==> config.mk <==
export PLATFORM = sky130hd
export DESIGN_NAME = totp_dp
export DESIGN_NICKNAME = d
export VERILOG_FILES = /design/src/rtl/totp_pkg.sv /design/src/rtl/totp_dp.sv
export SDC_FILE = /design/constraint.sdc
export NUM_CORES = 2
export LEC_CHECK = 0
export BUFFER_PORTS_ARGS = -buffer_cell sky130_fd_sc_hd__buf_2
export CELL_PAD_IN_SITES_DETAIL_PLACEMENT = 2
export CELL_PAD_IN_SITES_GLOBAL_PLACEMENT = 2
export CORE_MARGIN = 1.5
export CORE_UTILIZATION = 35
export CTS_CLUSTER_DIAMETER = 80
export DETAILED_ROUTE_END_ITERATION = 10
export PLACE_DENSITY_LB_ADDON = 0.1
export RECOVER_POWER = 50
export SYNTH_ARGS = -nofsm -noshare
export SYNTH_HDL_FRONTEND = slang
export SYNTH_SLANG_ARGS = --single-unit
export TNS_END_PERCENT = 5
==> constraint.sdc <==
create_clock -name i_clk -period 15.7 [get_ports i_clk]
set_input_delay 1.57 -clock i_clk [delete_from_list [all_inputs] [get_ports i_clk]]
set_output_delay 1.57 -clock i_clk [all_outputs]
set_load 0.02 [all_outputs]
==> src/rtl/totp_pkg.sv <==
package totp_pkg;

    typedef struct packed {
        logic [63:0] unix_time;
        logic [19:0] given_code;
    } t_in_word;

    typedef struct packed {
        logic        code_valid;
        logic [19:0] computed_code;
    } t_out_word;

    typedef enum logic [2:0] {
        S_IDLE,
        S_DIV,
        S_LOAD,
        S_ROUND,
        S_ADD,
        S_TRUNC,
        S_MOD,
        S_DONE
    } t_state;

    // block order: inner key pad, inner counter, outer key pad, outer digest
    typedef enum logic [1:0] {
        BLK_IKEY,
        BLK_ICTR,
        BLK_OKEY,
        BLK_ODIG
    } t_blk;

    typedef struct packed {
        logic       capture;
        logic       div_step;
        logic       blk_load;
        t_blk       blk;
        logic       round;
        logic [6:0] rnd;
        logic       h_add;
        logic       trunc;
        logic       mod_step;
        logic       done;
    } t_cmd;

    // config register indexes
    localparam logic        REG_KEY_HIGH = 1'b0;
    localparam logic        REG_KEY_LOW  = 1'b1;

    localparam logic [5:0]  TIME_STEP  = 6'd30;
    localparam logic [20:0] CODE_MOD   = 21'd1000000;
    localparam logic [31:0] IPAD       = 32'h36363636;
    localparam logic [31:0] OPAD       = 32'h5c5c5c5c;
    localparam logic [31:0] PAD_ONE    = 32'h80000000;
    localparam logic [31:0] ILEN_BITS  = 32'd576;
    localparam logic [31:0] OLEN_BITS  = 32'd672;
    localparam logic [6:0]  DIV_LAST   = 7'd3;
    localparam logic [6:0]  ROUND_LAST = 7'd79;
    localparam logic [6:0]  MOD_LAST   = 7'd1;

    // ceil(2^26 / 30): exact quotient for dividends below 30 * 2^16
    localparam logic [21:0] DIV_RECIP  = 22'd2236963;
    // ceil(2^51 / 10^6): exact quotient for 31-bit dividends
    localparam logic [31:0] MOD_RECIP  = 32'd2251799814;

    localparam logic [31:0] H0_0 = 32'h67452301;
    localparam logic [31:0] H0_1 = 32'hEFCDAB89;
    localparam logic [31:0] H0_2 = 32'h98BADCFE;
    localparam logic [31:0] H0_3 = 32'h10325476;
    localparam logic [31:0] H0_4 = 32'hC3D2E1F0;

    localparam logic [31:0] K_0 = 32'h5A827999;
    localparam logic [31:0] K_1 = 32'h6ED9EBA1;
    localparam logic [31:0] K_2 = 32'h8F1BBCDC;
    localparam logic [31:0] K_3 = 32'hCA62C1D6;

endpackage

==> src/rtl/totp_dp.sv <==
module totp_dp (
    input  logic                 i_clk,
    input  logic                 i_rst_n,
    input  totp_pkg::t_cmd       i_cmd,
    input  totp_pkg::t_in_word   i_in,
    input  logic [79:0]          i_key,
    output logic                 o_res_valid,
    output totp_pkg::t_out_word  o_res
);

    // time / 30, 16 quotient bits per cycle by reciprocal multiply
    logic [63:0] r_dq;
    logic [4:0]  r_drem;
    logic [19:0] r_given;
    logic [20:0] div_v;
    logic [41:0] div_prod;
    logic [15:0] div_q;
    logic [20:0] div_qx;

    // SHA-1 state
    logic [31:0] r_a, r_b, r_c, r_d, r_e;
    logic [31:0] r_h [5];
    logic [31:0] r_ih [5];
    logic [31:0] r_win [16];
    logic [31:0] blk_w [16];
    logic [31:0] f, k, wt, w_new, tmp;

    // truncation and mod 10^6: quotient cycle, then remainder cycle
    logic [30:0]  r_mw;
    logic [11:0]  r_mq;
    logic [19:0]  r_mrem;
    logic [62:0]  mod_prod;
    logic [30:0]  mod_qx;
    logic [159:0] digest, dig_sh;

    logic         r_out_vld;
    totp_pkg::t_out_word r_out;

    assign div_v    = {r_drem, r_dq[63:48]};
    assign div_prod = 42'(div_v) * 42'(totp_pkg::DIV_RECIP);
    assign div_q    = div_prod[41:26];
    assign div_qx   = 21'(div_q) * 21'(totp_pkg::TIME_STEP);

    assign mod_prod = 63'(r_mw) * 63'(totp_pkg::MOD_RECIP);
    assign mod_qx   = 31'(r_mq) * 31'(totp_pkg::CODE_MOD);

    always_comb begin
        for (int i = 0; i < 16; i++) begin
            blk_w[i] = 32'h0;
        end
        case (i_cmd.blk)
            totp_pkg::BLK_IKEY, totp_pkg::BLK_OKEY: begin
                blk_w[0] = i_key[79:48];
                blk_w[1] = i_key[47:16];
                blk_w[2] = {i_key[15:0], 16'h0};
                for (int i = 0; i < 16; i++) begin
                    blk_w[i] = blk_w[i] ^ ((i_cmd.blk == totp_pkg::BLK_IKEY) ?
                                           totp_pkg::IPAD : totp_pkg::OPAD);
                end
            end
            totp_pkg::BLK_ICTR: begin
                blk_w[0]  = r_dq[63:32];
                blk_w[1]  = r_dq[31:0];
                blk_w[2]  = totp_pkg::PAD_ONE;
                blk_w[15] = totp_pkg::ILEN_BITS;
            end
            default: begin
                // r_h holds the outer chain by now; inner digest is the saved copy
                for (int i = 0; i < 5; i++) begin
                    blk_w[i] = r_ih[i];
                end
                blk_w[5]  = totp_pkg::PAD_ONE;
                blk_w[15] = totp_pkg::OLEN_BITS;
            end
        endcase
    end

    always_comb begin
        if (i_cmd.rnd < 7'd20) begin
            f = (r_b & r_c) | (~r_b & r_d);
            k = totp_pkg::K_0;
        end else if (i_cmd.rnd < 7'd40) begin
            f = r_b ^ r_c ^ r_d;
            k = totp_pkg::K_1;
        end else if (i_cmd.rnd < 7'd60) begin
            f = (r_b & r_c) | (r_b & r_d) | (r_c & r_d);
            k = totp_pkg::K_2;
        end else begin
            f = r_b ^ r_c ^ r_d;
            k = totp_pkg::K_3;
        end
        w_new = r_win[13] ^ r_win[8] ^ r_win[2] ^ r_win[0];
        wt    = (i_cmd.rnd < 7'd16) ? r_win[0] : {w_new[30:0], w_new[31]};
        tmp   = {r_a[26:0], r_a[31:27]} + f + r_e + k + wt;
    end

    assign digest = {r_h[0], r_h[1], r_h[2], r_h[3], r_h[4]};
    assign dig_sh = digest << {r_h[4][3:0], 3'b000};

    always_ff @(posedge i_clk) begin
        if (i_cmd.capture) begin
            r_dq    <= i_in.unix_time;
            r_drem  <= '0;
            r_given <= i_in.given_code;
        end
        if (i_cmd.div_step) begin
            r_drem <= 5'(div_v - div_qx);
            r_dq   <= {r_dq[47:0], div_q};
        end
        if (i_cmd.blk_load) begin
            for (int i = 0; i < 16; i++) begin
                r_win[i] <= blk_w[i];
            end
            if (i_cmd.blk == totp_pkg::BLK_IKEY || i_cmd.blk == totp_pkg::BLK_OKEY) begin
                r_h[0] <= totp_pkg::H0_0;
                r_h[1] <= totp_pkg::H0_1;
                r_h[2] <= totp_pkg::H0_2;
                r_h[3] <= totp_pkg::H0_3;
                r_h[4] <= totp_pkg::H0_4;
                r_a <= totp_pkg::H0_0;
                r_b <= totp_pkg::H0_1;
                r_c <= totp_pkg::H0_2;
                r_d <= totp_pkg::H0_3;
                r_e <= totp_pkg::H0_4;
            end else begin
                r_a <= r_h[0];
                r_b <= r_h[1];
                r_c <= r_h[2];
                r_d <= r_h[3];
                r_e <= r_h[4];
            end
            if (i_cmd.blk == totp_pkg::BLK_OKEY) begin
                for (int i = 0; i < 5; i++) begin
                    r_ih[i] <= r_h[i];
                end
            end
        end
        if (i_cmd.round) begin
            r_e <= r_d;
            r_d <= r_c;
            r_c <= {r_b[1:0], r_b[31:2]};
            r_b <= r_a;
            r_a <= tmp;
            for (int i = 0; i < 15; i++) begin
                r_win[i] <= r_win[i + 1];
            end
            r_win[15] <= wt;
        end
        if (i_cmd.h_add) begin
            r_h[0] <= r_h[0] + r_a;
            r_h[1] <= r_h[1] + r_b;
            r_h[2] <= r_h[2] + r_c;
            r_h[3] <= r_h[3] + r_d;
            r_h[4] <= r_h[4] + r_e;
        end
        if (i_cmd.trunc) begin
            r_mw <= dig_sh[158:128];
        end
        if (i_cmd.mod_step) begin
            if (i_cmd.rnd == 7'd0) begin
                r_mq <= mod_prod[62:51];
            end else begin
                r_mrem <= 20'(r_mw - mod_qx);
            end
        end
        if (i_cmd.done) begin
            r_out.computed_code <= r_mrem;
            r_out.code_valid    <= (r_given == r_mrem);
        end
    end

    always_ff @(posedge i_clk) begin
        if (!i_rst_n) begin
            r_out_vld <= 1'b0;
        end else begin
            r_out_vld <= i_cmd.done;
        end
    end

    assign o_res_valid = r_out_vld;
    assign o_res       = r_out;

endmodule

Word level (Yosys, flattened, before mapping). Memories as Yosys holds them, arrays and structs flattened. Index checks and enable logic that the tools add are counted.

Bits in registers: 334. Latch bits: 0. Memory bits (writable): 832. ROM bits: 0. Output and inout bits: 22. Logic and storage cells: 150. Memories: 3.

Memory list: r_win (depth 16, width 32, read ports 16, clocked after Yosys merged registers in 0, wr ports 16, RTL line totp_dp.sv:24) `logic [31:0] r_win [16];`; r_h (depth 5, width 32, read ports 5, clocked after Yosys merged registers in 0, wr ports 5, RTL line totp_dp.sv:22) `logic [31:0] r_h [5];`; r_ih (depth 5, width 32, read ports 5, clocked after Yosys merged registers in 0, wr ports 5, RTL line totp_dp.sv:23) `logic [31:0] r_ih [5];`.

Add/sub/neg operators: 11. Multipliers: 4. Divide/modulo/power cells: 0. Order comparisons: 4. Equality and inequality tests: 3. Shift-type cells: 1. Mux-type cells: 64. Bitwise logic cells: 38. Reductions and logical operators: 8.

Operators with widths (count): 32-bit 2-to-1 mux (42); 96-bit one-hot mux with 2 select lines (2); 32-bit adder (9); 288-bit 2-to-1 mux (1); 32-bit XOR (8); 160-bit by 7-bit left shift with 159-bit output (1); 32-bit AND (4); 64-bit 2-to-1 mux (2); 32-bit OR (3); 32-bit one-hot mux with 2 select lines (1); 31-bit by 31-bit multiplier with 62-bit output (second input constant) (1); 31-bit 2-to-1 mux (2); 21-bit by 22-bit multiplier with 42-bit output (second input constant) (1); 32-bit inverter (1); 1-bit OR (21); 20-bit equality test (1); 20-bit subtractor (1); 16-bit by 4-bit multiplier with 4-bit output (second input constant) (1); 7-bit by 5-bit less-than comparator with 1-bit output (second input constant) (2); 7-bit by 6-bit less-than comparator with 1-bit output (second input constant) (2); 12-bit by 14-bit multiplier with 14-bit output (second input constant) (1); 1-bit 2-to-1 mux (12); 5-bit 2-to-1 mux (2); 7-bit zero test (1); 9 further kinds (11).

Depth between registers and ports, before layout.
Depth in word-level cells: 11. Mapped depth: 30. Mapped depth without buffers: 30.

Worst setup path before layout. OpenSTA, ideal clock, no wires.

Path kind: in2reg. Start point: in i_cmd[11] (netlist bit). End point: reg r_a[0], enable pin. Library setup time: 0.765 ns. Arrival: 10.667 ns. Required time: 14.935 ns. Path slack: 4.268 ns. Stages: 5. Path buffers: 4. Cell sequence: clkbuf_1 > clkbuf_1 > clkbuf_1 > clkbuf_1 > or2_2.

Longest elaborated chain between the ends: 1.

Ends and longest elaborated chain: start, declared (RTL line totp_dp.sv:4) `input totp_pkg::t_cmd i_cmd,`; 2-bit nonzero test (no source line); end signal, assigned (RTL line totp_dp.sv:120) `r_a <= totp_pkg::H0_0;`; end signal, assigned (RTL line totp_dp.sv:126) `r_a <= r_h[0];`; end signal, assigned (RTL line totp_dp.sv:143) `r_a <= tmp;`; end, declared (RTL line totp_dp.sv:21) `logic [31:0] r_a, r_b, r_c, r_d, r_e;`.

No other way between the ends. A chain may end at the register's enable or synchronous reset.

Final worst setup path.
Start point: in i_cmd[11] (netlist bit). End point: reg r_b[15], enable pin.

Longest elaborated chain between the ends: 1.

Ends and longest elaborated chain: 2-bit nonzero test (no source line); end signal, assigned (RTL line totp_dp.sv:121) `r_b <= totp_pkg::H0_1;`; end signal, assigned (RTL line totp_dp.sv:127) `r_b <= r_h[1];`; end signal, assigned (RTL line totp_dp.sv:142) `r_b <= r_a;`; end, declared (RTL line totp_dp.sv:21).

No other way between the ends.

==> results.py <==
metrics = {
    "synth": {
        "synth_edf_count": 1165,
        "synth-seq-cells": 1166,
        "async_reset_ff_share_pct": 0,
        "yosysSeqAreaShare_pct": 41.5,
        "yosysWarnings": 0,
        "synth_ff_type": "edfxtp_1",
        "synth_cells": 7342,
        "syn_area_um2": 84300,
        "syn_area_per_cell_um2": 11.5,
        "synthesis.nets": 8863,
        "synth_cell_types": 79,
    },
    "worst_setup_path": {
        "crit_end": "r_b[15]$_DFFE_PP_",
        "worstPathArrival_ns": 11.30,
        "cp-end-kind": "flip-flop",
        "cp-start-kind": "input port",
        "regToRegEndpoint": "r_mq[6]$_DFFE_PP_",
        "worst_r2r_path_depth": 20,
        "critPathKind": "in -> reg",
        "r2r-start": "r_mw[0]$_DFFE_PP_",
        "cp.required_ns": 16.14,
        "crit_fanout": 62,
        "startpoint": "i_cmd[11]",
        "r2r_slack_ns": 7.43,
    },
    "detailed_routing": {
        "drtPass1Iterations": 5,
        "wl_um": 344000,
        "vias": 60253,
        "vias_per_cell": 5.56,
        "detail-route-antenna-nets": 0,
        "drc": 0,
        "wl_per_cell_um": 31.7,
        "dr.first_iter.drc_count": 4756,
    },
    "final_layout": {
        "final_cells": 10841,
        "area_growth_pct": 11.1,
        "multi_input_area_um2": 44600,
        "final_layout_size_suffix_gt1_share_pct": 9.10,
        "seqCellArea_um2": 35000,
        "fin_area_um2": 93700,
        "nets": 9052,
        "n_fill_cell": 25037,
    },
    "outcome": {
        "outcome": "finished, violations left",
        "violations": "max-capacitance violations, max-slew violations",
    },
    "place": {
        "io_buffers": 204,
        "routabilityCongestion": 0.911,
        "postPlaceCellArea_um2": 89300,
        "dp_hpwl_um": 270000,
        "dp.cells": 10563,
    },
    "sta": {
        "timing.hold.ws_ns": 0.505,
        "tns_ns": 0,
        "worstMarginPinSlew_ns": 5.32,
        "fmax_mhz": 92.1,
        "min_period_ns": 10.86,
        "clock_skew_ns": 0.0392,
        "fin_crit_sh_pct": 69.2,
        "rsz0062_at_grt": "false",
        "max_slew_margin_pct": -255,
        "setup_viol": 0,
        "slew_viol_final": 1638,
        "hold_viol": 0,
    },
    "floorplanning": {
        "die_h_um": 494,
        "die_x_um": 494,
        "rows": 180,
        "initial_core_util_pct": 35.1,
        "coreArea_um2": 240000,
        "die_area_um2": 244000,
        "ios": 205,
    },
    "run": {
        "maxCapViolCount": 33,
    },
    "grt": {
        "grt_max_degree": 165,
        "grt_pass1_vias": 65416,
        "grt_overflow": 0,
        "grt_pass1_wl_um": 487000,
        "grt_usage_pct": 28.2,
        "antenna_found_initial": 55,
    },
    "clock_tree": {
        "cts.sinks": 1166,
        "clk_latency_ns": 0.83,
        "ctsLongestPathBuffers": 3,
        "postCtsHoldBufs": 0,
        "cts.clk_slew.worst_paths_ns": 0.06,
        "post_cts_buffers": 0,
        "cts_made_buffers": 151,
        "htreeDepth": 4,
        "cts_tree": "yes",
        "cts-root-buf": "clkbuf_16",
        "cts-resized-gates": 0,
    },
    "min_path": {
        "hp-class": "reg -> reg",
    },
}
## sequential cells by signal, summed over array words and instances, names as in the netlist, 31 cells and up
signal and cells:
r_dq 64, r_ih 160, r_e 32, r_b 32, r_win 512, r_d 32, r_mw 31, r_a 32
r_h 160, r_c 32
## area by class of cell
cell class	count	share of cell area, %
flip-flops and latches	1166	37.4
well taps	3185	4.25
clock buffers	187	4.25
repair buffers	321	1.76
clock inverters	75	0.691
diodes	16	0.0427
multi-input cells	4889	47.6
inverters	1002	4.02
## critical path, cell delays in order
cell and delay, ns:
clkbuf_1 1.61, or2_0 2.94, clkbuf_1 3.03, buf_4 1.07, buf_4 0.81
## metal layers
metal	up-vias	track usage, %	routed length (µm)
met1	31977	36.8	144000
met5	-	0	48
met2	1601	46.8	165000
met3	474	3.18	16900
met4	8	13.1	18400
li1	26193	-	-
## cell usage in the layout, fill, tap and decap left out, types with 52 or more instances in the layout
cell | netlist | routed
a21o_1 | 141 | 141
a21oi_1 | 366 | 364
a22o_1 | 66 | 66
buf_2 | 1 | 168
buf_4 | 0 | 58
clkbuf_1 | 233 | 127
clkbuf_16 | 0 | 154
edfxtp_1 | 1165 | 1165
fa_1 | 575 | 575
ha_1 | 763 | 760
inv_1 | 1000 | 1000
mux2_2 | 64 | 61
mux4_2 | 151 | 151
nand2_1 | 731 | 729
nand3_1 | 65 | 63
nor2_1 | 376 | 372
nor2b_1 | 87 | 86
nor3_1 | 62 | 61
o211ai_1 | 52 | 52
o21ai_0 | 367 | 365
xnor2_1 | 220 | 220
xor2_1 | 92 | 92
## logic make-up (layout without fill, tap and decap cells)
logic type | after synthesis | count (layout) | synth area share, %
simple gates | 1546 | 1546 | 8.07
compound gates | 1432 | 1432 | 11.1
fa+ha+maj | 1338 | 1338 | 25.0
buf+inv | 1287 | 1585 | 5.73
flops | 1166 | 1166 | 41.5
xor+xnor | 312 | 312 | 3.24
mux | 261 | 261 | 5.43
other cells | 0 | 16 | 0
## Yosys cell counts (all sizes together), types with 65 or more instances
cell | count | area share [%]
fa | 575 | 14
mux4 | 151 | 4.0
edfxtp | 1165 | 41
nor2 | 376 | 1.7
nand2 | 731 | 3.3
a21oi | 366 | 2.2
xor2 | 92 | 0.96
nand3 | 65 | 0.39
nor2b | 87 | 0.65
a22o | 66 | 0.69
inv | 1001 | 4.5
o21ai | 370 | 2.2
a21o | 141 | 1.3
xnor2 | 220 | 2.3
ha | 763 | 11
clkbuf | 233 | 1.0
## stage by stage
step	util, %	worst slack, ns
2_1_floorplan	-	4.27
3_3_place_gp	37.2	6.63
3_5_place_dp	37.2	6.43
4_1_cts	39.1	7.31
5_1_grt	39.0	4.21
6_report	39.0	4.84
## worst min-delay path by stage
stage	startpoint	to	depth (start not counted)
after floorplan	r_mrem[0]$_DFFE_PP_	o_res[0]$_DFFE_PP_	0
after global placement	r_win[0][387]$_DFFE_PP_	r_win[0][355]$_DFFE_PP_	2
after detailed placement	r_win[0][494]$_DFFE_PP_	r_win[0][462]$_DFFE_PP_	2
after CTS	r_win[0][365]$_DFFE_PP_	r_win[0][333]$_DFFE_PP_	2
after global routing	r_win[0][208]$_SDFFCE_PN0P_	r_win[0][176]$_SDFFCE_PN0P_	1
final	r_win[0][365]$_DFFE_PP_	r_win[0][333]$_DFFE_PP_	2
Power is not shown: default switching activity piles up to over one toggle a cycle in this logic, so the estimate is an artifact.
